==> src/rtl/iks_pkg.sv <==
package iks_pkg;

  // Fixed point: cosines are Q.14, CORDIC angles are Q.20.
  localparam int ONE_Q14 = 16384;

  localparam int DIV_STEPS    = 15;
  localparam int SQRT_STEPS   = 15;
  localparam int CORDIC_STEPS = 20;

  localparam int Z_W  = 25;
  localparam int XY_W = 36;

  localparam logic signed [Z_W-1:0] PI_Q20 = 25'sd3294199;

  localparam logic signed [Z_W-1:0] ATAN_Q20 [CORDIC_STEPS] = '{
    25'sd823550, 25'sd486170, 25'sd256879, 25'sd130396, 25'sd65451,
    25'sd32757,  25'sd16383,  25'sd8192,   25'sd4096,   25'sd2048,
    25'sd1024,   25'sd512,    25'sd256,    25'sd128,    25'sd64,
    25'sd32,     25'sd16,     25'sd8,      25'sd4,      25'sd2
  };

  localparam int CFG_IDX_W  = 2;
  localparam int CFG_DATA_W = 16;

  localparam logic [CFG_IDX_W-1:0] CFG_UPPER = 2'd0;
  localparam logic [CFG_IDX_W-1:0] CFG_LOWER = 2'd1;
  localparam logic [CFG_IDX_W-1:0] CFG_GAIN  = 2'd2;

  localparam logic [13:0] UPPER_RESET = 14'd1638;
  localparam logic [13:0] LOWER_RESET = 14'd1638;
  localparam logic [15:0] GAIN_RESET  = 16'd2560;

endpackage

==> src/rtl/iks_div.sv <==
module iks_div import iks_pkg::*; #(
  parameter int NW = 48,
  parameter int DW = 32,
  parameter int SW = 8
) (
  input  logic                 clk,
  input  logic                 rst,
  input  logic                 en,
  input  logic                 in_valid,
  input  logic signed [NW-1:0] num,
  input  logic [DW-1:0]        den,
  input  logic [SW-1:0]        in_side,
  output logic                 out_valid,
  output logic signed [15:0]   quo,
  output logic [SW-1:0]        out_side
);

  localparam int RW = (NW > DW + DIV_STEPS) ? NW : DW + DIV_STEPS;

  logic [NW-1:0] mag0;
  logic          neg0;
  logic [DW-1:0] den0;
  logic [SW-1:0] side0;
  logic          v0;

  logic [RW-1:0]        rem_q  [DIV_STEPS+1];
  logic [DW-1:0]        den_q  [DIV_STEPS+1];
  logic [DIV_STEPS-1:0] quo_q  [DIV_STEPS+1];
  logic                 neg_q  [DIV_STEPS+1];
  logic                 sat_q  [DIV_STEPS+1];
  logic [SW-1:0]        side_q [DIV_STEPS+1];
  logic                 vld_q  [DIV_STEPS+1];

  logic [DIV_STEPS-1:0] mq;

  // Magnitude and sign first; the quotient truncates toward zero.
  always_ff @(posedge clk) begin
    if (rst) begin
      v0 <= 1'b0;
    end else if (en) begin
      v0 <= in_valid;
    end
  end

  always_ff @(posedge clk) begin
    if (en) begin
      mag0  <= num[NW-1] ? NW'(-num) : NW'(num);
      neg0  <= num[NW-1];
      den0  <= den;
      side0 <= in_side;
    end
  end

  // A quotient above one in Q.14, or a zero divisor, is clamped to one.
  always_ff @(posedge clk) begin
    if (rst) begin
      vld_q[0] <= 1'b0;
    end else if (en) begin
      vld_q[0] <= v0;
    end
  end

  always_ff @(posedge clk) begin
    if (en) begin
      rem_q[0]  <= RW'(mag0);
      den_q[0]  <= den0;
      quo_q[0]  <= '0;
      neg_q[0]  <= neg0 && (den0 != '0);
      sat_q[0]  <= (RW'(mag0) >= (RW'(den0) << DIV_STEPS)) || (den0 == '0);
      side_q[0] <= side0;
    end
  end

  for (genvar j = 0; j < DIV_STEPS; j++) begin : g_step
    localparam int B = DIV_STEPS - 1 - j;
    logic [RW-1:0] trial;
    logic          ge;

    assign trial = RW'(den_q[j]) << B;
    assign ge    = rem_q[j] >= trial;

    always_ff @(posedge clk) begin
      if (rst) begin
        vld_q[j+1] <= 1'b0;
      end else if (en) begin
        vld_q[j+1] <= vld_q[j];
      end
    end

    always_ff @(posedge clk) begin
      if (en) begin
        rem_q[j+1]  <= ge ? rem_q[j] - trial : rem_q[j];
        quo_q[j+1]  <= quo_q[j] | (ge ? (DIV_STEPS'(1) << B) : '0);
        den_q[j+1]  <= den_q[j];
        neg_q[j+1]  <= neg_q[j];
        sat_q[j+1]  <= sat_q[j];
        side_q[j+1] <= side_q[j];
      end
    end
  end

  always_comb begin
    if (sat_q[DIV_STEPS] || (quo_q[DIV_STEPS] > DIV_STEPS'(ONE_Q14))) begin
      mq = DIV_STEPS'(ONE_Q14);
    end else begin
      mq = quo_q[DIV_STEPS];
    end
  end

  always_ff @(posedge clk) begin
    if (rst) begin
      out_valid <= 1'b0;
    end else if (en) begin
      out_valid <= vld_q[DIV_STEPS];
    end
  end

  always_ff @(posedge clk) begin
    if (en) begin
      quo      <= neg_q[DIV_STEPS] ? -$signed({1'b0, mq}) : $signed({1'b0, mq});
      out_side <= side_q[DIV_STEPS];
    end
  end

endmodule

==> config.mk <==
export PLATFORM = sky130hd
export DESIGN_NAME = iks_div
export DESIGN_NICKNAME = d
export VERILOG_FILES = /design/src/rtl/iks_pkg.sv /design/src/rtl/iks_div.sv
export SDC_FILE = /design/constraint.sdc
export NUM_CORES = 2
export LEC_CHECK = 0
export BUFFER_PORTS_ARGS = -buffer_cell sky130_fd_sc_hd__buf_2
export CAP_MARGIN = 0
export CORE_MARGIN = 2
export CORE_UTILIZATION = 29
export DETAILED_ROUTE_END_ITERATION = 8
export PLACE_DENSITY_LB_ADDON = 0.25
export SETUP_SLACK_MARGIN = 0.02
export SLEW_MARGIN = 15
export SYNTH_ARGS = -nofsm -noshare
export SYNTH_HDL_FRONTEND = slang
export SYNTH_SLANG_ARGS = --single-unit
==> constraint.sdc <==
create_clock -name clk -period 6.9 [get_ports clk]
set_input_delay 0.345 -clock clk [delete_from_list [all_inputs] [get_ports clk]]
set_output_delay 0.345 -clock clk [all_outputs]
set_load 0.01 [all_outputs]
==> impl_metrics.prom <==
# TYPE chip_impl_metric gauge
chip_impl_metric{name="hpwl",unit="mm"} 136.8
chip_impl_metric{name="final_hold_viol_count",unit=""} 0
chip_impl_metric{name="flop_pwr_share",unit=""} 0.382
chip_impl_info{name="worst_r2r_endpoint",value="rem_q[6][42]"} 1
chip_impl_metric{name="final_max_slew_viol_count",unit=""} 0
chip_impl_info{name="cts.root.buffer_cell",value="clkbuf_16"} 1
chip_impl_metric{name="grt_max_degree",unit=""} 177
chip_impl_metric{name="die_w",unit="µm"} 544.2
chip_impl_metric{name="die_height",unit="µm"} 544.2
chip_impl_metric{name="clock_latency",unit="ps"} 850
chip_impl_metric{name="fin_util",unit=""} 0.3338
chip_impl_metric{name="diodes",unit=""} 0
chip_impl_metric{name="via_count",unit=""} 55010
chip_impl_metric{name="cts.path.max_buffers",unit=""} 4
chip_impl_metric{name="setup_tns",unit="ps"} 0
chip_impl_metric{name="final_cell_area",unit="µm²"} 97010
chip_impl_metric{name="syn-num-nets",unit=""} 7924
chip_impl_metric{name="final_net_count",unit=""} 8169
chip_impl_metric{name="coreArea",unit="µm²"} 290600
chip_impl_metric{name="syn_inst",unit=""} 7304
chip_impl_info{name="yosys-top-cells-area",value="edfxtp_1, ha_1, a21oi_1"} 1
chip_impl_metric{name="synth_area_per_cell",unit="µm²"} 11.59
chip_impl_info{name="outcome",value="completed"} 1
chip_impl_metric{name="fin_crit",unit="ps"} 4528
chip_impl_metric{name="gr-usage-met3",unit=""} 0.01673
chip_impl_metric{name="fp-row-count",unit=""} 198
chip_impl_metric{name="number_of_antenna_violations_at_the_first_check_in_global_routing",unit=""} 2
chip_impl_metric{name="power.density_cell_area",unit="nW/µm²"} 396.9
chip_impl_info{name="worst-setup-path-type",value="register to register"} 1
chip_impl_info{name="crit_start",value="den_q[1][97]"} 1
chip_impl_metric{name="share_clk_of_total_power",unit=""} 0.258
chip_impl_metric{name="via_count_of_the_first_global_routing_pass",unit=""} 56421
chip_impl_info{name="synth_top_area_cell",value="edfxtp_1"} 1
chip_impl_metric{name="io_pins",unit=""} 117
chip_impl_metric{name="drt-total-wl",unit="mm"} 185.5
chip_impl_info{name="layout_common_cells",value="edfxtp_1, a21oi_1, inv_1"} 1
chip_impl_metric{name="cts_resized",unit=""} 0
chip_impl_metric{name="globalRouteTotalUtil",unit=""} 0.1219
chip_impl_metric{name="r2r.worst_path.cells",unit=""} 12
chip_impl_metric{name="cp.arrival",unit="ps"} 5060
chip_impl_metric{name="ys_types",unit=""} 86
chip_impl_metric{name="timing.hold.worst_path_depth",unit=""} 2
chip_impl_info{name="worstHoldStart",value="den[10]"} 1
chip_impl_metric{name="global_route.usage.met2",unit=""} 0.2181
chip_impl_metric{name="die-area",unit="µm²"} 296100
chip_impl_metric{name="fin_skew",unit="ps"} 50.11
chip_impl_info{name="worstSetupEndpointType",value="register"} 1
chip_impl_metric{name="fraction_of_the_yosys_area_taken_by_sequential_cells",unit=""} 0.5714
chip_impl_metric{name="clkSlewWorstSetupHoldPaths",unit="ps"} 60
chip_impl_info{name="critical_r2r_launch",value="den_q[1][97]"} 1
chip_impl_metric{name="worst_ep_required_time",unit="ps"} 7430
chip_impl_info{name="tritoncts_clock_tree",value="built"} 1
chip_impl_metric{name="combPwrFrac",unit=""} 0.360
chip_impl_metric{name="max_cap_violations",unit=""} 0
chip_impl_metric{name="dpl-instance-area",unit="µm²"} 89700
chip_impl_metric{name="final-setup-viol-count",unit=""} 0
chip_impl_metric{name="drt_drc_violations_left",unit=""} 0
chip_impl_metric{name="netlist_area_pre_place",unit="µm²"} 84620
chip_impl_metric{name="crit_share_post_route",unit=""} 0.6562
chip_impl_metric{name="groute.layer.met1.usage",unit=""} 0.1398
chip_impl_metric{name="async_reset_ff_frac",unit=""} 0
chip_impl_metric{name="fill_cells",unit=""} 28566
chip_impl_metric{name="syn2layout_area_growth",unit="%"} 14.63
chip_impl_info{name="synth_ff_type",value="edfxtp_1"} 1
chip_impl_metric{name="cts_htree_levels",unit=""} 4
chip_impl_metric{name="synth-edff-count",unit=""} 1609
chip_impl_metric{name="synthDominantCellAreaShare",unit=""} 0.5709
chip_impl_info{name="cp-start-kind",value="register"} 1
chip_impl_metric{name="sequential_cell_area",unit="µm²"} 48360
chip_impl_metric{name="yosysWarningCount",unit=""} 0
chip_impl_metric{name="intPower",unit="mW"} 25.37
chip_impl_metric{name="tritoncts.num_buffers",unit=""} 191
chip_impl_metric{name="postSynthRegisterBits",unit=""} 1611
chip_impl_metric{name="vias_per_cell",unit=""} 4.741
chip_impl_metric{name="clock-sinks",unit=""} 1611
chip_impl_metric{name="switching_power",unit="mW"} 13.13
chip_impl_info{name="grt_busiest_layer",value="met2"} 1
chip_impl_metric{name="drive_above_1_share",unit=""} 0.07725
chip_impl_metric{name="wire_length_of_the_first_global_routing_pass",unit="mm"} 295.0
chip_impl_metric{name="rrSetupSlack",unit="ps"} 2370
chip_impl_metric{name="post-cts-setup-buffers",unit=""} 0
chip_impl_info{name="min-delay-path-class",value="input port to register"} 1
chip_impl_metric{name="ant_nets",unit=""} 0
chip_impl_info{name="end_of_the_worst_hold_path",value="den0[10]"} 1
chip_impl_metric{name="routedWlPerCell",unit="µm"} 15.99
chip_impl_metric{name="max-vdd-ir-drop",unit="mV"} 0.1878
chip_impl_metric{name="drt_pre_antenna_iters",unit=""} 8
chip_impl_metric{name="relative_slew_slack",unit=""} 0.1870
chip_impl_metric{name="crit_path_max_fanout",unit=""} 4
chip_impl_info{name="rsz_0062_raised_after_global_routing",value="false"} 1
chip_impl_info{name="final_common_cell",value="edfxtp_1"} 1
chip_impl_metric{name="buffer_ports.inserted",unit=""} 116
chip_impl_metric{name="gp_congestion",unit=""} 0.9463
chip_impl_metric{name="globalRoute.totalOverflow",unit=""} 0
chip_impl_metric{name="max_freq",unit="MHz"} 220.8
chip_impl_metric{name="postCtsHoldBufs",unit=""} 115
chip_impl_metric{name="power.share.switching",unit=""} 0.3411
chip_impl_metric{name="total_area_of_multi_input_combinational_cells",unit="µm²"} 33140
chip_impl_metric{name="floorplan.initialDensity",unit=""} 0.2912
chip_impl_metric{name="tightestPinTransition",unit="ps"} 1203
chip_impl_metric{name="initialDrtViolationCount",unit=""} 3343
chip_impl_metric{name="power.leakage",unit="nW"} 37.16
-- how the worst max path moves through the flow --
| stage | cells past startpoint | endpoint | slack [ps] |
|---|---|---|---|
| 2_1_floorplan | 10 | mag0[45] | 3350 |
| 3_3_place_gp | 12 | rem_q[1][66] | 2170 |
| 3_5_place_dp | 12 | rem_q[1][63] | 2230 |
| 4_1_cts | 12 | rem_q[1][91] | 2200 |
| 5_1_grt | 12 | rem_q[5][38] | 2000 |
| 6_report | 12 | rem_q[6][42] | 2370 |
-- final cells by class --
| class | count | area share |
|---|---|---|
| flip-flops and latches | 1611 | 0.4985 |
| multi-input cells | 4841 | 0.3416 |
| clock buffers | 239 | 0.05211 |
| well taps | 3900 | 0.05030 |
| inverters | 630 | 0.02438 |
| repair buffers | 274 | 0.02185 |
| clock inverters | 107 | 0.01130 |
-- critical path, cell delays in order, from the launching register on --
cell	delay, ps
edfxtp_1	400
inv_1	60
ha_1	310
nor2b_1	150
o31a_1	270
o31ai_1	790
a21oi_1	350
a21oi_1	330
o221ai_1	290
a21o_1	290
a32oi_1	460
nor4bb_1	400
xor2_1	120
-- kinds of logic (layout without fill, tap and decap cells) --
group	Yosys count	count (layout)	synth area share
compound gates	1872	1872	0.1366
simple gates	1763	1763	0.1012
flops	1611	1611	0.5714
buf+inv	852	1250	0.03789
xor+xnor	562	562	0.05817
fa+ha+maj	528	528	0.07931
mux	116	116	0.01533
-- cells in the mapped netlist, types with 15 or more instances --
master / n
a2111oi_0: 17
a211oi_1: 40
a21boi_0: 15
a21o_1: 267
a21oi_1: 697
a221oi_1: 20
a31oi_1: 54
and2_1: 34
and3_1: 49
clkbuf_1: 208
edfxtp_1: 1609
ha_1: 514
inv_1: 630
mux2_2: 109
nand2_1: 465
nand2b_1: 66
nand3_1: 120
nand4_1: 127
nand4b_1: 15
nor2_1: 528
nor2b_1: 68
nor3_1: 81
nor4_1: 63
nor4b_1: 16
o211ai_1: 32
o21a_1: 51
o21ai_0: 404
o21bai_1: 53
o31a_1: 19
o31ai_1: 45
o41ai_1: 15
or3_1: 21
or4_1: 30
xnor2_1: 359
xor2_1: 203
-- sequential cells by signal, indices dropped and copies added (netlist names) --
register   cells
out_valid      1
den_q        480
neg_q         16
quo           16
side0          8
v0             1
out_side       8
mag0          48
den0          32
side_q       128
sat_q         16
vld_q         16
neg0           1
quo_q        120
rem_q        720
-- metal layers --
metal,vias to the layer above,part of all wire
met3,524,0.033
met1,25828,0.42
met4,0,0.055
met2,1176,0.49
li1,27482,-
met5,-,0
-- power groups by stage --
stage / clock network, mW / logic [mW] / registers (mW)
detailed placement: 0 / 13.6 / 14.9
global placement: 0 / 13.4 / 14.9
finish: 9.93 / 13.9 / 14.7
CTS: 10.3 / 13.8 / 14.7
global route: 10.7 / 15.4 / 14.9
floorplan: 0 / 10.5 / 14.4
-- metrics by stage --
stage	power, mW	instances	setup WS [ps]	hold WS, ps
after global routing	41.06	11602	2005	168.8
after detailed placement	28.52	11141	2228	404.5
after floorplan	24.90	7304	3353	400.3
final	38.50	11602	2372	221.4
after global placement	28.34	11141	2166	400.3
after CTS	38.81	11602	2200	116.6
Power figures use the tool's default switching activity.
