==> src/rtl/iks_pkg.sv <==
package iks_pkg;

  // Fixed point: cosines are Q.14, CORDIC angles are Q.20.
  localparam int ONE_Q14 = 16384;

  localparam int DIV_STEPS    = 15;
  localparam int SQRT_STEPS   = 15;
  localparam int CORDIC_STEPS = 20;

  localparam int Z_W  = 25;
  localparam int XY_W = 36;

  localparam logic signed [Z_W-1:0] PI_Q20 = 25'sd3294199;

  localparam logic signed [Z_W-1:0] ATAN_Q20 [CORDIC_STEPS] = '{
    25'sd823550, 25'sd486170, 25'sd256879, 25'sd130396, 25'sd65451,
    25'sd32757,  25'sd16383,  25'sd8192,   25'sd4096,   25'sd2048,
    25'sd1024,   25'sd512,    25'sd256,    25'sd128,    25'sd64,
    25'sd32,     25'sd16,     25'sd8,      25'sd4,      25'sd2
  };

  localparam int CFG_IDX_W  = 2;
  localparam int CFG_DATA_W = 16;

  localparam logic [CFG_IDX_W-1:0] CFG_UPPER = 2'd0;
  localparam logic [CFG_IDX_W-1:0] CFG_LOWER = 2'd1;
  localparam logic [CFG_IDX_W-1:0] CFG_GAIN  = 2'd2;

  localparam logic [13:0] UPPER_RESET = 14'd1638;
  localparam logic [13:0] LOWER_RESET = 14'd1638;
  localparam logic [15:0] GAIN_RESET  = 16'd2560;

endpackage

==> src/rtl/iks_sqrt.sv <==
module iks_sqrt import iks_pkg::*; #(
  parameter int SW = 8
) (
  input  logic               clk,
  input  logic               rst,
  input  logic               en,
  input  logic               in_valid,
  input  logic signed [15:0] cosv,
  input  logic [SW-1:0]      in_side,
  output logic               out_valid,
  output logic [14:0]        root,
  output logic [SW-1:0]      out_side
);

  // Gives floor(sqrt(1 - cos^2)) in Q.14, one result bit per stage.
  logic signed [31:0] sq;
  logic [28:0]        csq0;
  logic [SW-1:0]      side0;
  logic               v0;

  logic [28:0]   rem_q  [SQRT_STEPS+1];
  logic [14:0]   root_q [SQRT_STEPS+1];
  logic [SW-1:0] side_q [SQRT_STEPS+1];
  logic          vld_q  [SQRT_STEPS+1];

  assign sq = cosv * cosv;

  always_ff @(posedge clk) begin
    if (rst) begin
      v0 <= 1'b0;
    end else if (en) begin
      v0 <= in_valid;
    end
  end

  always_ff @(posedge clk) begin
    if (en) begin
      csq0  <= sq[28:0];
      side0 <= in_side;
    end
  end

  always_ff @(posedge clk) begin
    if (rst) begin
      vld_q[0] <= 1'b0;
    end else if (en) begin
      vld_q[0] <= v0;
    end
  end

  always_ff @(posedge clk) begin
    if (en) begin
      rem_q[0]  <= 29'(ONE_Q14 * ONE_Q14) - csq0;
      root_q[0] <= '0;
      side_q[0] <= side0;
    end
  end

  // The remainder holds the argument minus the square of the root so far.
  for (genvar j = 0; j < SQRT_STEPS; j++) begin : g_step
    localparam int B = SQRT_STEPS - 1 - j;
    logic [30:0] trial;
    logic        ge;

    assign trial = (31'(root_q[j]) << (B + 1)) + (31'd1 << (2 * B));
    assign ge    = 31'(rem_q[j]) >= trial;

    always_ff @(posedge clk) begin
      if (rst) begin
        vld_q[j+1] <= 1'b0;
      end else if (en) begin
        vld_q[j+1] <= vld_q[j];
      end
    end

    always_ff @(posedge clk) begin
      if (en) begin
        rem_q[j+1]  <= ge ? 29'(31'(rem_q[j]) - trial) : rem_q[j];
        root_q[j+1] <= root_q[j] | (ge ? (15'd1 << B) : 15'd0);
        side_q[j+1] <= side_q[j];
      end
    end
  end

  assign out_valid = vld_q[SQRT_STEPS];
  assign root      = root_q[SQRT_STEPS];
  assign out_side  = side_q[SQRT_STEPS];

endmodule

==> config.mk <==
export PLATFORM = sky130hd
export DESIGN_NAME = iks_sqrt
export DESIGN_NICKNAME = d
export VERILOG_FILES = /design/src/rtl/iks_pkg.sv /design/src/rtl/iks_sqrt.sv
export SDC_FILE = /design/constraint.sdc
export NUM_CORES = 1
export LEC_CHECK = 0
export ABC_CLOCK_PERIOD_IN_PS = 9350
export BUFFER_PORTS_ARGS = -buffer_cell sky130_fd_sc_hd__clkbuf_2
export CORE_AREA = 2 2 399 401
export CTS_BUF_LIST = sky130_fd_sc_hd__clkbuf_4 sky130_fd_sc_hd__clkbuf_8
export CTS_CLUSTER_DIAMETER = 30
export DETAILED_ROUTE_END_ITERATION = 6
export DIE_AREA = 0 0 401 403
export PLACE_DENSITY = 0.36
export SLEW_MARGIN = 20
export SYNTH_ARGS = -nofsm -noshare
export SYNTH_HDL_FRONTEND = slang
export SYNTH_SLANG_ARGS = --single-unit
==> constraint.sdc <==
create_clock -name clk -period 9.35 [get_ports clk]
set_input_delay 0.935 -clock clk [delete_from_list [all_inputs] [get_ports clk]]
set_output_delay 0.935 -clock clk [all_outputs]
set_load 0.05 [all_outputs]
==> flow_summary_export.csv, run 1 <==
group,metric,value,unit
cts,post_cts_buffers,0,
hold_path,worstHoldStart,"in_side[6]",
cts,h-tree-depth,4,
cts,cts_tree,"yes",
layout,num-fill-cells,16157,
cts,cts.reportedPaths.clkPinSlew,0.06,ns
critical_path,cp-end-kind,"flip-flop",
cts,root_buffer,"clkbuf_8",
sta,relSlewSlack,0.261,
critical_path,start_kind,"input port",
synth,syn_inst,3048,
synth,synth_top_area_frac,0.553,
cts,cts_buffer_depth,3,
critical_path,cp_slowest_cell,"fa_1",
run_status,status,"complete, no violations",
cts,cts_buffers,177,
detailed_routing,routed_wl,80.5,mm
synth,yosys.area.top_type,"edfxtp_1",
floorplanning,dieWidth,401,um
critical_path,crit_arrival,7.12,ns
layout,final_area,45800,sq um
synth,synth_top_cells_by_area,"edfxtp_1 (55%), fa_1 (11%), ha_1 (6.9%)",
cts,cts.sinks,721,
critical_path,cp_data_required_time,9.91,ns
global_route,antenna_found_initial,1,
critical_path,crit_path_max_fanout,19,
detailed_routing,wl_per_cell,14.8,um
layout,final_common_cell,"edfxtp_1",
detailed_routing,vias_per_cell,4.06,
global_route,grt_pass1_wl,129,mm
synth,yosysWarnings,0,
detailed_routing,drc_errors,0,
synth,syn_nets,3508,
critical_path,r2r_cells,8,
synth,ys_seq_area_frac,0.553,
layout,drive_gt1_frac,0.117,
pwr,vdd_ir_drop_max,235,uV
sta,fin_crit,6.56,ns
critical_path,cp-startpoint,"cosv[5]",
pwr,total_leakage_power,18.4,nW
layout,area_growth,17.0,%
hold_path,hold_path_class,"input port to flip-flop",
sta,rsz0062_at_grt,"false",
sta,hold_violations,0,
synth,synthDistinctLibCells,74,
floorplanning,io_pins,52,
global_route,grt_pass1_vias,24600,
flow_run,maxCapViolations,0,
cts,clock_latency,0.84,ns
floorplanning,fp.dieH,403,um
critical_path,cpPeakStageDelay,0.54,ns
sta,drv_slew,0,
place,place.port_buffers,51,
floorplanning,die_area,162000,sq um
synth,synth-edff-count,720,
global_route,grt_max_degree,175,
synth,async_reset_ff_frac,0,
detailed_routing,dr.first_iter.drc_count,865,
pwr,power.density,328,nW/um^2
global_route,gr-usage-all-layers,0.102,
global_route,overflow,0,
detailed_routing,vias,22097,
place,place.gp.congestion,0.771,
place,hpwl,59.3,mm
critical_path,r2r-end,"rem_q[4][25]$_DFFE_PP_",
detailed_routing,first_pass_iters,5,
synth,ys.flop_type,"edfxtp_1",
synth,synth-seq-cells,721,
sta,worst_pin_slew,1.09,ns
detailed_routing,postRouteAntennaNets,0,
layout,mostFrequentLayoutCells,"edfxtp_1 (720), inv_1 (480), fa_1 (217)",
synth,postSynthAreaPerCell,12.8,sq um
sta,fin_crit_sh,0.702,
hold_path,hold_depth,1,
cts,cts_resized,0,
sta,setup_tns,0,ns
cts,hold_buffers,0,
floorplanning,num_rows,146,
sta,max_freq,0.152,GHz
layout,final_nets,3695,
synth,synth.cell_area,39100,sq um
critical_path,r2r-start,"rem_q[3][23]$_DFFE_PP_",
sta,setup_violations,0,
critical_path,path_cells,"clkbuf_2 -> and2_1 -> inv_1 -> fa_1 -> inv_1 -> fa_1 -> inv_1 -> fa_1 -> inv_1 -> fa_1 -> fa_1 -> inv_1 -> fa_1 -> inv_1 -> ha_1 -> and4_1 -> o211a_1 -> o21ai_0 -> a21o_1 -> a211oi_1 -> o21ai_0 -> a31oi_1 -> o211ai_1",
critical_path,rrSetupSlack,5.22,ns
hold_path,holdPathEnd,"side0[6]$_DFFE_PP_",
sta,finalClockSkew,0.0365,ns
critical_path,crit_type,"input port to flip-flop",
floorplanning,coreArea,157000,sq um
floorplanning,start_util,0.248,
place,dpl_cell_area,41900,sq um
## routing by layer
metal	share of wire	up-vias	GRT usage
met5	0	-	0
met4	0.044	0	0.0555
met3	0.035	189	0.0232
met2	0.56	347	0.201
met1	0.36	10542	0.0947
li1	-	11019	-
## cell type report
class / instances / area (sq um) / area share
antenna: 2 / 5.00 / 0.000109
inverter: 481 / 1810 / 0.0394
tap: 2072 / 2590 / 0.0566
clock buffer: 208 / 2690 / 0.0588
sequential: 721 / 21600 / 0.473
timing repair buffer: 66 / 428 / 0.00934
clock inverter: 111 / 1200 / 0.0262
multi-input combinational: 1788 / 15400 / 0.337
## worst max-delay path by stage
stage | to | slack, ns | cells after the start
final | csq0[28]$_DFFE_PP_ | 2.79 | 23
after global routing | csq0[28]$_DFFE_PP_ | 2.45 | 23
after CTS | csq0[28]$_DFFE_PP_ | 2.80 | 23
after detailed placement | csq0[28]$_DFFE_PP_ | 1.83 | 23
after global placement | csq0[28]$_DFFE_PP_ | 1.82 | 23
after floorplan | csq0[27]$_DFFE_PP_ | 2.50 | 20
## synth_stat cells, drive strengths merged (14+ instances only)
master and count:
edfxtp 720, inv 480, fa 217, ha 215, nand2 178, nor2 169, xnor2 124, a21oi 110
o21ai 91, xor2 84, and2 62, nor4 60, nor3 45, a21o 44, clkbuf 44, o21a 42
nand3 33, nand2b 31, nor2b 29, nand4 23, mux2 20, or3 20, o31ai 16, a31oi 15
buf 14
## through the flow
| stage | hold slack, ns | power [W] | std cells | worst slack [ns] | utilization |
|---|---|---|---|---|---|
| after floorplan | 0.400 | 0.00968 | 3048 | 2.50 | - |
| after global placement | 0.400 | 0.0111 | 5128 | 1.82 | 0.266 |
| after detailed placement | 0.405 | 0.0111 | 5128 | 1.83 | 0.266 |
| after CTS | 0.151 | 0.0154 | 5447 | 2.80 | 0.291 |
| after global routing | 0.187 | 0.0164 | 5448 | 2.45 | 0.291 |
| final | 0.292 | 0.0150 | 5449 | 2.79 | 0.291 |
## flip-flops by register name (all words and copies together) (netlist names)
register,count
rem_q,420
vld_q,16
side0,8
root_q,120
v0,1
csq0,28
side_q,128
## critical path: cells and delay by family
| kind | cells | cell delay, ns |
|---|---|---|
| AND/OR/NAND/NOR | 2 | 0.48 |
| adder cells (fa/ha/maj) | 7 | 3.37 |
| buffers and inverters | 7 | 0.71 |
| AO/OA/AOI/OAI | 7 | 1.62 |
## kinds of logic after synthesis
logic type               count (synthesis)  synth area share
AND/OR/NAND/NOR                        731            0.0959
flip-flops                             721             0.553
buffers and inverters                  539            0.0531
adder cells (fa/ha/maj)                432             0.180
AO/OA/AOI/OAI                          387            0.0630
XOR/XNOR                               208            0.0467
multiplexers                            29           0.00835
other                                    1         0.0000958
## report_power, final
part / internal [W] / switching (W) / total [W]
clock: 0.00260 / 0.00152 / 0.00412
combinational: 0.00273 / 0.00340 / 0.00614
sequential: 0.00448 / 0.000293 / 0.00477
Power figures use the tool's default switching activity.
==> run 2, diff against run 1 <==
--- a/config.mk
+++ b/config.mk
@@ -5,13 +5,14 @@
 export SDC_FILE = /design/constraint.sdc
 export NUM_CORES = 1
 export LEC_CHECK = 0
-export ABC_CLOCK_PERIOD_IN_PS = 9350
+export ABC_AREA = 1
+export ABC_CLOCK_PERIOD_IN_PS = 6100
 export BUFFER_PORTS_ARGS = -buffer_cell sky130_fd_sc_hd__clkbuf_2
-export CORE_AREA = 2 2 399 401
+export CORE_AREA = 2 2 418 420
 export CTS_BUF_LIST = sky130_fd_sc_hd__clkbuf_4 sky130_fd_sc_hd__clkbuf_8
 export CTS_CLUSTER_DIAMETER = 30
 export DETAILED_ROUTE_END_ITERATION = 6
-export DIE_AREA = 0 0 401 403
+export DIE_AREA = 0 0 420 422
 export PLACE_DENSITY = 0.36
 export SLEW_MARGIN = 20
 export SYNTH_ARGS = -nofsm -noshare
==> constraint.sdc (replaced) <==
create_clock -name clk -period 6.1 [get_ports clk]
set_input_delay 0.61 -clock clk [delete_from_list [all_inputs] [get_ports clk]]
set_output_delay 0.61 -clock clk [all_outputs]
set_load 0.05 [all_outputs]
==> run 2 against run 1 <==
Sequential power is 57% higher. Utilization is 0.43 points higher. Clock power is 65% higher. Final cell count grew 31%. Register-to-register slack got worse by 2.3 ns. Critical endpoint is now csq0[27]$_DFFE_PP_. Non-clock buffer count is 109 higher. Global-route usage rose by 2.4 points.
==> flow_summary_export.csv, run 2 <==
group,metric,value,unit
place,place.port_buffers,51,
cts,h-tree-depth,4,
critical_path,crit_type,"input port to flip-flop",
synth,ys_seq_area_frac,0.505,
place,hpwl,84.9,mm
cts,cts.reportedPaths.clkPinSlew,0.05,ns
sta,relSlewSlack,0.446,
detailed_routing,top_layer,"met4",
pwr,p_total,0.0283,W
detailed_routing,dr.first_iter.drc_count,1602,
synth,synth_top_area_frac,0.504,
detailed_routing,dr_wl_met3,4.02,mm
detailed_routing,routed_wl,109,mm
layout,drive_gt1_frac,0.107,
synth,yosysWarnings,0,
critical_path,start_kind,"input port",
synth,synth.cell_area,42900,sq um
sta,fin_crit,5.34,ns
synth,postSynthAreaPerCell,9.91,sq um
cts,cts_buffer_depth,3,
critical_path,r2r_cells,11,
global_route,antenna_found_initial,4,
critical_path,r2r-end,"rem_q[13][22]$_DFFE_PP_",
critical_path,cp-end-kind,"flip-flop",
floorplanning,start_util,0.248,
critical_path,crit_arrival,5.95,ns
global_route,grt_max_degree,135,
synth,ys.flop_type,"edfxtp_1",
cts,cts.sinks,721,
flow_run,maxCapViolations,0,
layout,top_regs,"rem_q (420), side_q (128), root_q (120)",
layout,seq_area,21600,sq um
hold_path,holdPathEnd,"rem_q[11][8]$_DFFE_PP_",
layout,num-fill-cells,18232,
critical_path,cp_data_required_time,6.71,ns
layout,regMostFlops,"rem_q",
floorplanning,fp.dieH,422,um
hold_path,hold_path_class,"input port to flip-flop",
cts,cts_resized,0,
global_route,overflow,0,
place,place.gp.congestion,0.810,
layout,final_common_cell,"nand2_1",
sta,worst_pin_slew,0.825,ns
detailed_routing,vias_per_cell,4.11,
layout,final_nets,5096,
synth,synthDistinctLibCells,53,
sta,drv_slew,0,
pwr,power.density,556,nW/um^2
detailed_routing,wl_per_cell,15.3,um
layout,largest_register_ffs,420,
sta,setup_tns,0,ns
detailed_routing,drc_errors,0,
cts,root_buffer,"clkbuf_8",
detailed_routing,postRouteAntennaNets,0,
detailed_routing,routed-wl-met2,56.1,mm
critical_path,cp_slowest_cell,"fa_1",
sta,rsz0062_at_grt,"false",
sta,setup_violations,0,
critical_path,crit_path_max_fanout,9,
synth,synth_top_cells_by_count,"nand2_1 (991), inv_1 (839), edfxtp_1 (720)",
run_status,status,"complete, no violations",
critical_path,crit_top_cell,"fa_1",
floorplanning,die_area,177000,sq um
synth,synth_top_cells_by_area,"edfxtp_1 (50%), fa_1 (10%), nand2_1 (8.7%)",
synth,yosys.area.top_type,"edfxtp_1",
sta,max_freq,0.187,GHz
critical_path,path_cells,"clkbuf_2 -> buf_4 -> nand2_1 -> inv_1 -> fa_1 -> inv_1 -> buf_4 -> fa_1 -> inv_1 -> fa_1 -> fa_1 -> fa_1 -> inv_1 -> fa_1 -> inv_1 -> ha_1 -> a21oi_1 -> o21ai_0 -> o21ai_0 -> nand3_1 -> nand2_1 -> nand2_1",
floorplanning,coreArea,173000,sq um
synth,synth-edff-count,720,
synth,syn_inst,4328,
critical_path,rrSetupSlack,2.96,ns
critical_path,cpPeakStageDelay,0.55,ns
floorplanning,num_rows,153,
synth,syn_nets,4788,
synth,synth-seq-cells,721,
pwr,total_leakage_power,22.5,nW
layout,multi_input_area,17700,sq um
global_route,gr-usage-all-layers,0.125,
pwr,vdd_ir_drop_max,797,uV
hold_path,worstHoldStart,"en",
cts,cts_buffers,189,
synth,async_reset_ff_frac,0,
sta,finalClockSkew,0.0422,ns
global_route,grt_pass1_vias,30580,
global_route,grt_pass1_wl,172,mm
sta,hold_violations,0,
detailed_routing,met1Wirelength,46.4,mm
detailed_routing,first_pass_iters,5,
floorplanning,dieWidth,420,um
detailed_routing,vias,29259,
layout,area_growth,19.0,%
synth,yosysMostFrequentCell,"nand2_1",
critical_path,r2r-start,"rem_q[12][6]$_DFFE_PP_",
layout,mostFrequentLayoutCells,"nand2_1 (991), inv_1 (839), edfxtp_1 (720)",
sta,fin_crit_sh,0.875,
hold_path,hold_depth,1,
floorplanning,io_pins,52,
cts,cts_tree,"yes",
cts,clock_latency,0.89,ns
## run 2: how the worst max path moves through the flow
stage | depth (start not counted) | slack [ns] | to | from
floorplan | 20 | 0.01 | csq0[25]$_DFFE_PP_ | cosv[15]
global placement | 26 | -0.15 | csq0[27]$_DFFE_PP_ | cosv[15]
detailed placement | 21 | -0.11 | csq0[22]$_DFFE_PP_ | cosv[15]
CTS | 21 | 0.87 | csq0[22]$_DFFE_PP_ | cosv[15]
global route | 22 | 0.49 | csq0[25]$_DFFE_PP_ | cosv[15]
finish | 22 | 0.76 | csq0[27]$_DFFE_PP_ | cosv[15]
## run 2: metrics by stage
step,cells,utilization,worst slack [ns],hold slack (ns),cell area (sq um)
floorplan,4328,-,0.0106,0.400,42900
global placement,6760,0.270,-0.153,0.401,46600
detailed placement,6760,0.270,-0.114,0.405,46600
CTS,7120,0.295,0.865,0.169,51000
global route,7125,0.295,0.492,0.192,51000
finish,7126,0.295,0.761,0.267,51000
## run 2: layout make-up
class,instances,share of cell area
Inverter,843,0.0620
Sequential cell,721,0.424
Clock inverter,135,0.0285
Clock buffer,215,0.0551
Antenna cell,6,0.000294
Multi-Input combinational cell,2706,0.347
Tap cell,2325,0.0570
Timing Repair Buffer,175,0.0254
## run 2: kinds of logic (layout without fill, tap and decap cells)
family	count (synthesis)	in the layout	synth area share
AND/OR/NAND/NOR	1771	1771	0.174
buffers and inverters	901	1368	0.0821
flip-flops	721	721	0.505
adder cells (fa/ha/maj)	432	432	0.164
AO/OA/AOI/OAI	353	353	0.0444
XOR/XNOR	149	149	0.0306
other	1	7	0.0000875
## run 2: layer usage
metal	vias to the layer above	GRT usage
met5	-	0
met4	0	0.0359
met3	174	0.0249
met2	454	0.225
met1	13906	0.150
li1	14725	-
## run 2: power breakdown
group | internal [W] | switching [W]
registers | 0.00688 | 0.000588
clock network | 0.00425 | 0.00254
logic | 0.00571 | 0.00838
## run 2: critical path: cells and delay by family
kind	cells	cell delay (ns)
AND/OR/NAND/NOR	4	0.31
adder cells (fa/ha/maj)	7	3.40
AO/OA/AOI/OAI	3	0.79
buffers and inverters	8	0.82
## run 2: repair_timing
item | in CTS | in global routing
hold buffers | 10 | 0
endpoints found under the hold margin | 9 | 0
buffers inserted | 0 | 0
==> run 3, diff against run 2 <==
--- a/config.mk
+++ b/config.mk
@@ -7,7 +7,7 @@
 export LEC_CHECK = 0
 export ABC_AREA = 1
 export ABC_CLOCK_PERIOD_IN_PS = 6100
-export BUFFER_PORTS_ARGS = -buffer_cell sky130_fd_sc_hd__clkbuf_2
+export BUFFER_PORTS_ARGS = -buffer_cell sky130_fd_sc_hd__buf_4
 export CORE_AREA = 2 2 418 420
 export CTS_BUF_LIST = sky130_fd_sc_hd__clkbuf_4 sky130_fd_sc_hd__clkbuf_8
 export CTS_CLUSTER_DIAMETER = 30
==> run 3 against run 2 <==
Routed wire length decreased by 0.66%. Flip-flop and latch count unchanged. Critical endpoint is now csq0[24]$_DFFE_PP_. Utilization about the same. Cell area about the same. Sequential share of layout area about the same.
==> flow_summary_export.csv, run 3 (same netlist as run 2, synthesis figures left out) <==
group,metric,value,unit
layout,fin_util,0.295,
layout,num-fill-cells,18060,
run_status,status,"complete, no violations",
layout,final_nets,5042,
global_route,grt_max_degree,157,
floorplanning,io_pins,52,
pwr,vdd_ir_drop_max,763,uV
floorplanning,num_rows,153,
sta,max_freq,0.190,GHz
floorplanning,coreArea,173000,sq um
place,post-place-ws,-0.0419,ns
cts,cts.sinks,721,
flow_run,maxCapViolations,0,
critical_path,crit_type,"input port to flip-flop",
global_route,overflow,0,
sta,hold_violations,0,
floorplanning,start_util,0.248,
detailed_routing,drc_errors,0,
sta,fin_crit_sh,0.862,
place,place.port_buffers,51,
pwr,power.density,556,nW/um^2
layout,area_growth,18.9,%
cts,hold_buffers,10,
critical_path,r2r-start,"rem_q[12][6]$_DFFE_PP_",
place,dp_cells,6713,
sta,relSlewSlack,0.285,
critical_path,crit_path_max_fanout,11,
global_route,grt_pass1_vias,30496,
cts,cts_buffer_depth,3,
floorplanning,fp.dieH,422,um
detailed_routing,routed_wl,108,mm
floorplanning,dieWidth,420,um
layout,drive_gt1_frac,0.100,
detailed_routing,postRouteAntennaNets,0,
global_route,gr-usage-all-layers,0.125,
layout,mostFrequentLayoutCells,"nand2_1 (991), inv_1 (839), edfxtp_1 (720)",
cts,cts.reportedPaths.clkPinSlew,0.06,ns
sta,setup_violations,0,
detailed_routing,dr.first_iter.drc_count,1631,
critical_path,cp_slowest_cell,"fa_2",
critical_path,cp-startpoint,"cosv[15]",
floorplanning,die_area,177000,sq um
detailed_routing,wl_per_cell,15.3,um
cts,root_buffer,"clkbuf_8",
cts,cts_resized,0,
critical_path,path_delay_family,"adder cells",
cts,cts_tree,"yes",
critical_path,cp-end-kind,"flip-flop",
sta,finalClockSkew,0.0565,ns
critical_path,crit_top_cell,"inv_1",
critical_path,cp_data_required_time,6.71,ns
global_route,grt_pass1_wl,171,mm
sta,fin_ws,0.842,ns
cts,h-tree-depth,4,
sta,rsz0062_at_grt,"false",
detailed_routing,first_pass_iters,7,
hold_path,hold_path_class,"input port to flip-flop",
cts,cts_buffers,182,
place,hpwl,83.7,mm
critical_path,path_cells,"buf_4 -> nand2_1 -> inv_1 -> fa_1 -> inv_1 -> fa_2 -> inv_1 -> fa_1 -> fa_1 -> fa_1 -> inv_1 -> fa_1 -> inv_1 -> ha_1 -> nand2_1 -> nor2_1 -> inv_1 -> nor3_1 -> o21ai_0 -> nand4_1 -> nand2_1",
global_route,antenna_found_initial,3,
critical_path,start_kind,"input port",
sta,fin_crit,5.26,ns
sta,drv_slew,0,
hold_path,worstHoldStart,"cosv[0]",
critical_path,worst-path-buf-inv,7,
cts,clock_latency,0.89,ns
detailed_routing,vias,28883,
layout,largest_register_ffs,420,
critical_path,cpPeakStageDelay,0.64,ns
layout,top_regs,"rem_q (420), side_q (128), root_q (120)",
detailed_routing,vias_per_cell,4.09,
layout,final_common_cell,"nand2_1",
sta,worst_pin_slew,1.07,ns
layout,regMostFlops,"rem_q",
pwr,total_leakage_power,22.3,nW
cts,post_cts_buffers,0,
layout,instances_no_fill,7067,
place,place.gp.congestion,0.814,
critical_path,crit_arrival,5.87,ns
## run 3: changes by cell type in the layout (fill, tap and decap cells not counted), moves of 5 or more
cell        before  now
clkbuf_2        50    0
clkinv_1        53   33
bufinv_16       27   37
clkbuf_8       191  182
clkinv_4         3   10
clkinv_2        31   25
clkinvlp_4      10   15
## run 3: report_power, final
| part | switching [W] | leakage (nW) | internal, W | total [W] |
|---|---|---|---|---|
| registers | 0.000580 | 6.97 | 0.00688 | 0.00746 |
| logic | 0.00837 | 13.1 | 0.00538 | 0.0137 |
| clock network | 0.00258 | 2.23 | 0.00459 | 0.00717 |
| total | 0.0115 | 22.3 | 0.0168 | 0.0284 |
## run 3: final cells by class
class / count / area (sq um) / share of cell area
Inverter: 843 / 3160 / 0.0620
Clock buffer: 207 / 2690 / 0.0528
Multi-Input combinational cell: 2706 / 17700 / 0.348
Antenna cell: 4 / 10.0 / 0.000196
Sequential cell: 721 / 21600 / 0.424
Timing Repair Buffer: 128 / 1090 / 0.0214
Tap cell: 2325 / 2910 / 0.0570
Clock inverter: 133 / 1760 / 0.0346
## run 3: worst paths after layout
check | end | slack, ns | depth (start not counted)
setup / recovery | csq0[24]$_DFFE_PP_ | 0.84 | 21
hold / removal | csq0[0]$_DFFE_PP_ | 0.27 | 2
setup reg to reg | rem_q[13][23]$_DFFE_PP_ | 3.03 | 11
hold reg to reg | side_q[0][12]$_DFFE_PP_ | 0.38 | 0
## run 3: per-layer routing
layer	vias to the layer above	GRT usage	wire, um
met2	428	0.223	55100
met1	13630	0.146	46000
met3	215	0.0248	3640
met4	0	0.0465	3360
met5	-	0	0
li1	14610	-	-
## run 3: worst reg2reg max path, cell delays in order (launching register included)
cell      delay (ns)
edfxtp_1        0.41
ha_1            0.35
a21oi_1         0.14
nand2_1         0.15
nand2_1         0.09
nand2_1         0.15
nand2_1         0.10
nand2_1         0.10
nand2_1         0.10
nand3_2         0.50
inv_2           0.53
a21oi_1         0.17
## run 3: per-stage QoR
step | total power [W] | area (sq um) | setup TNS [ns] | hold slack, ns
2_1_floorplan | 0.0161 | 42900 | 0 | 0.400
3_3_place_gp | 0.0217 | 46400 | -0.145 | 0.400
3_5_place_dp | 0.0214 | 46400 | -0.0419 | 0.405
4_1_cts | 0.0289 | 51000 | 0 | 0.150
5_1_grt | 0.0310 | 51000 | 0 | 0.174
6_report | 0.0284 | 51000 | 0 | 0.267
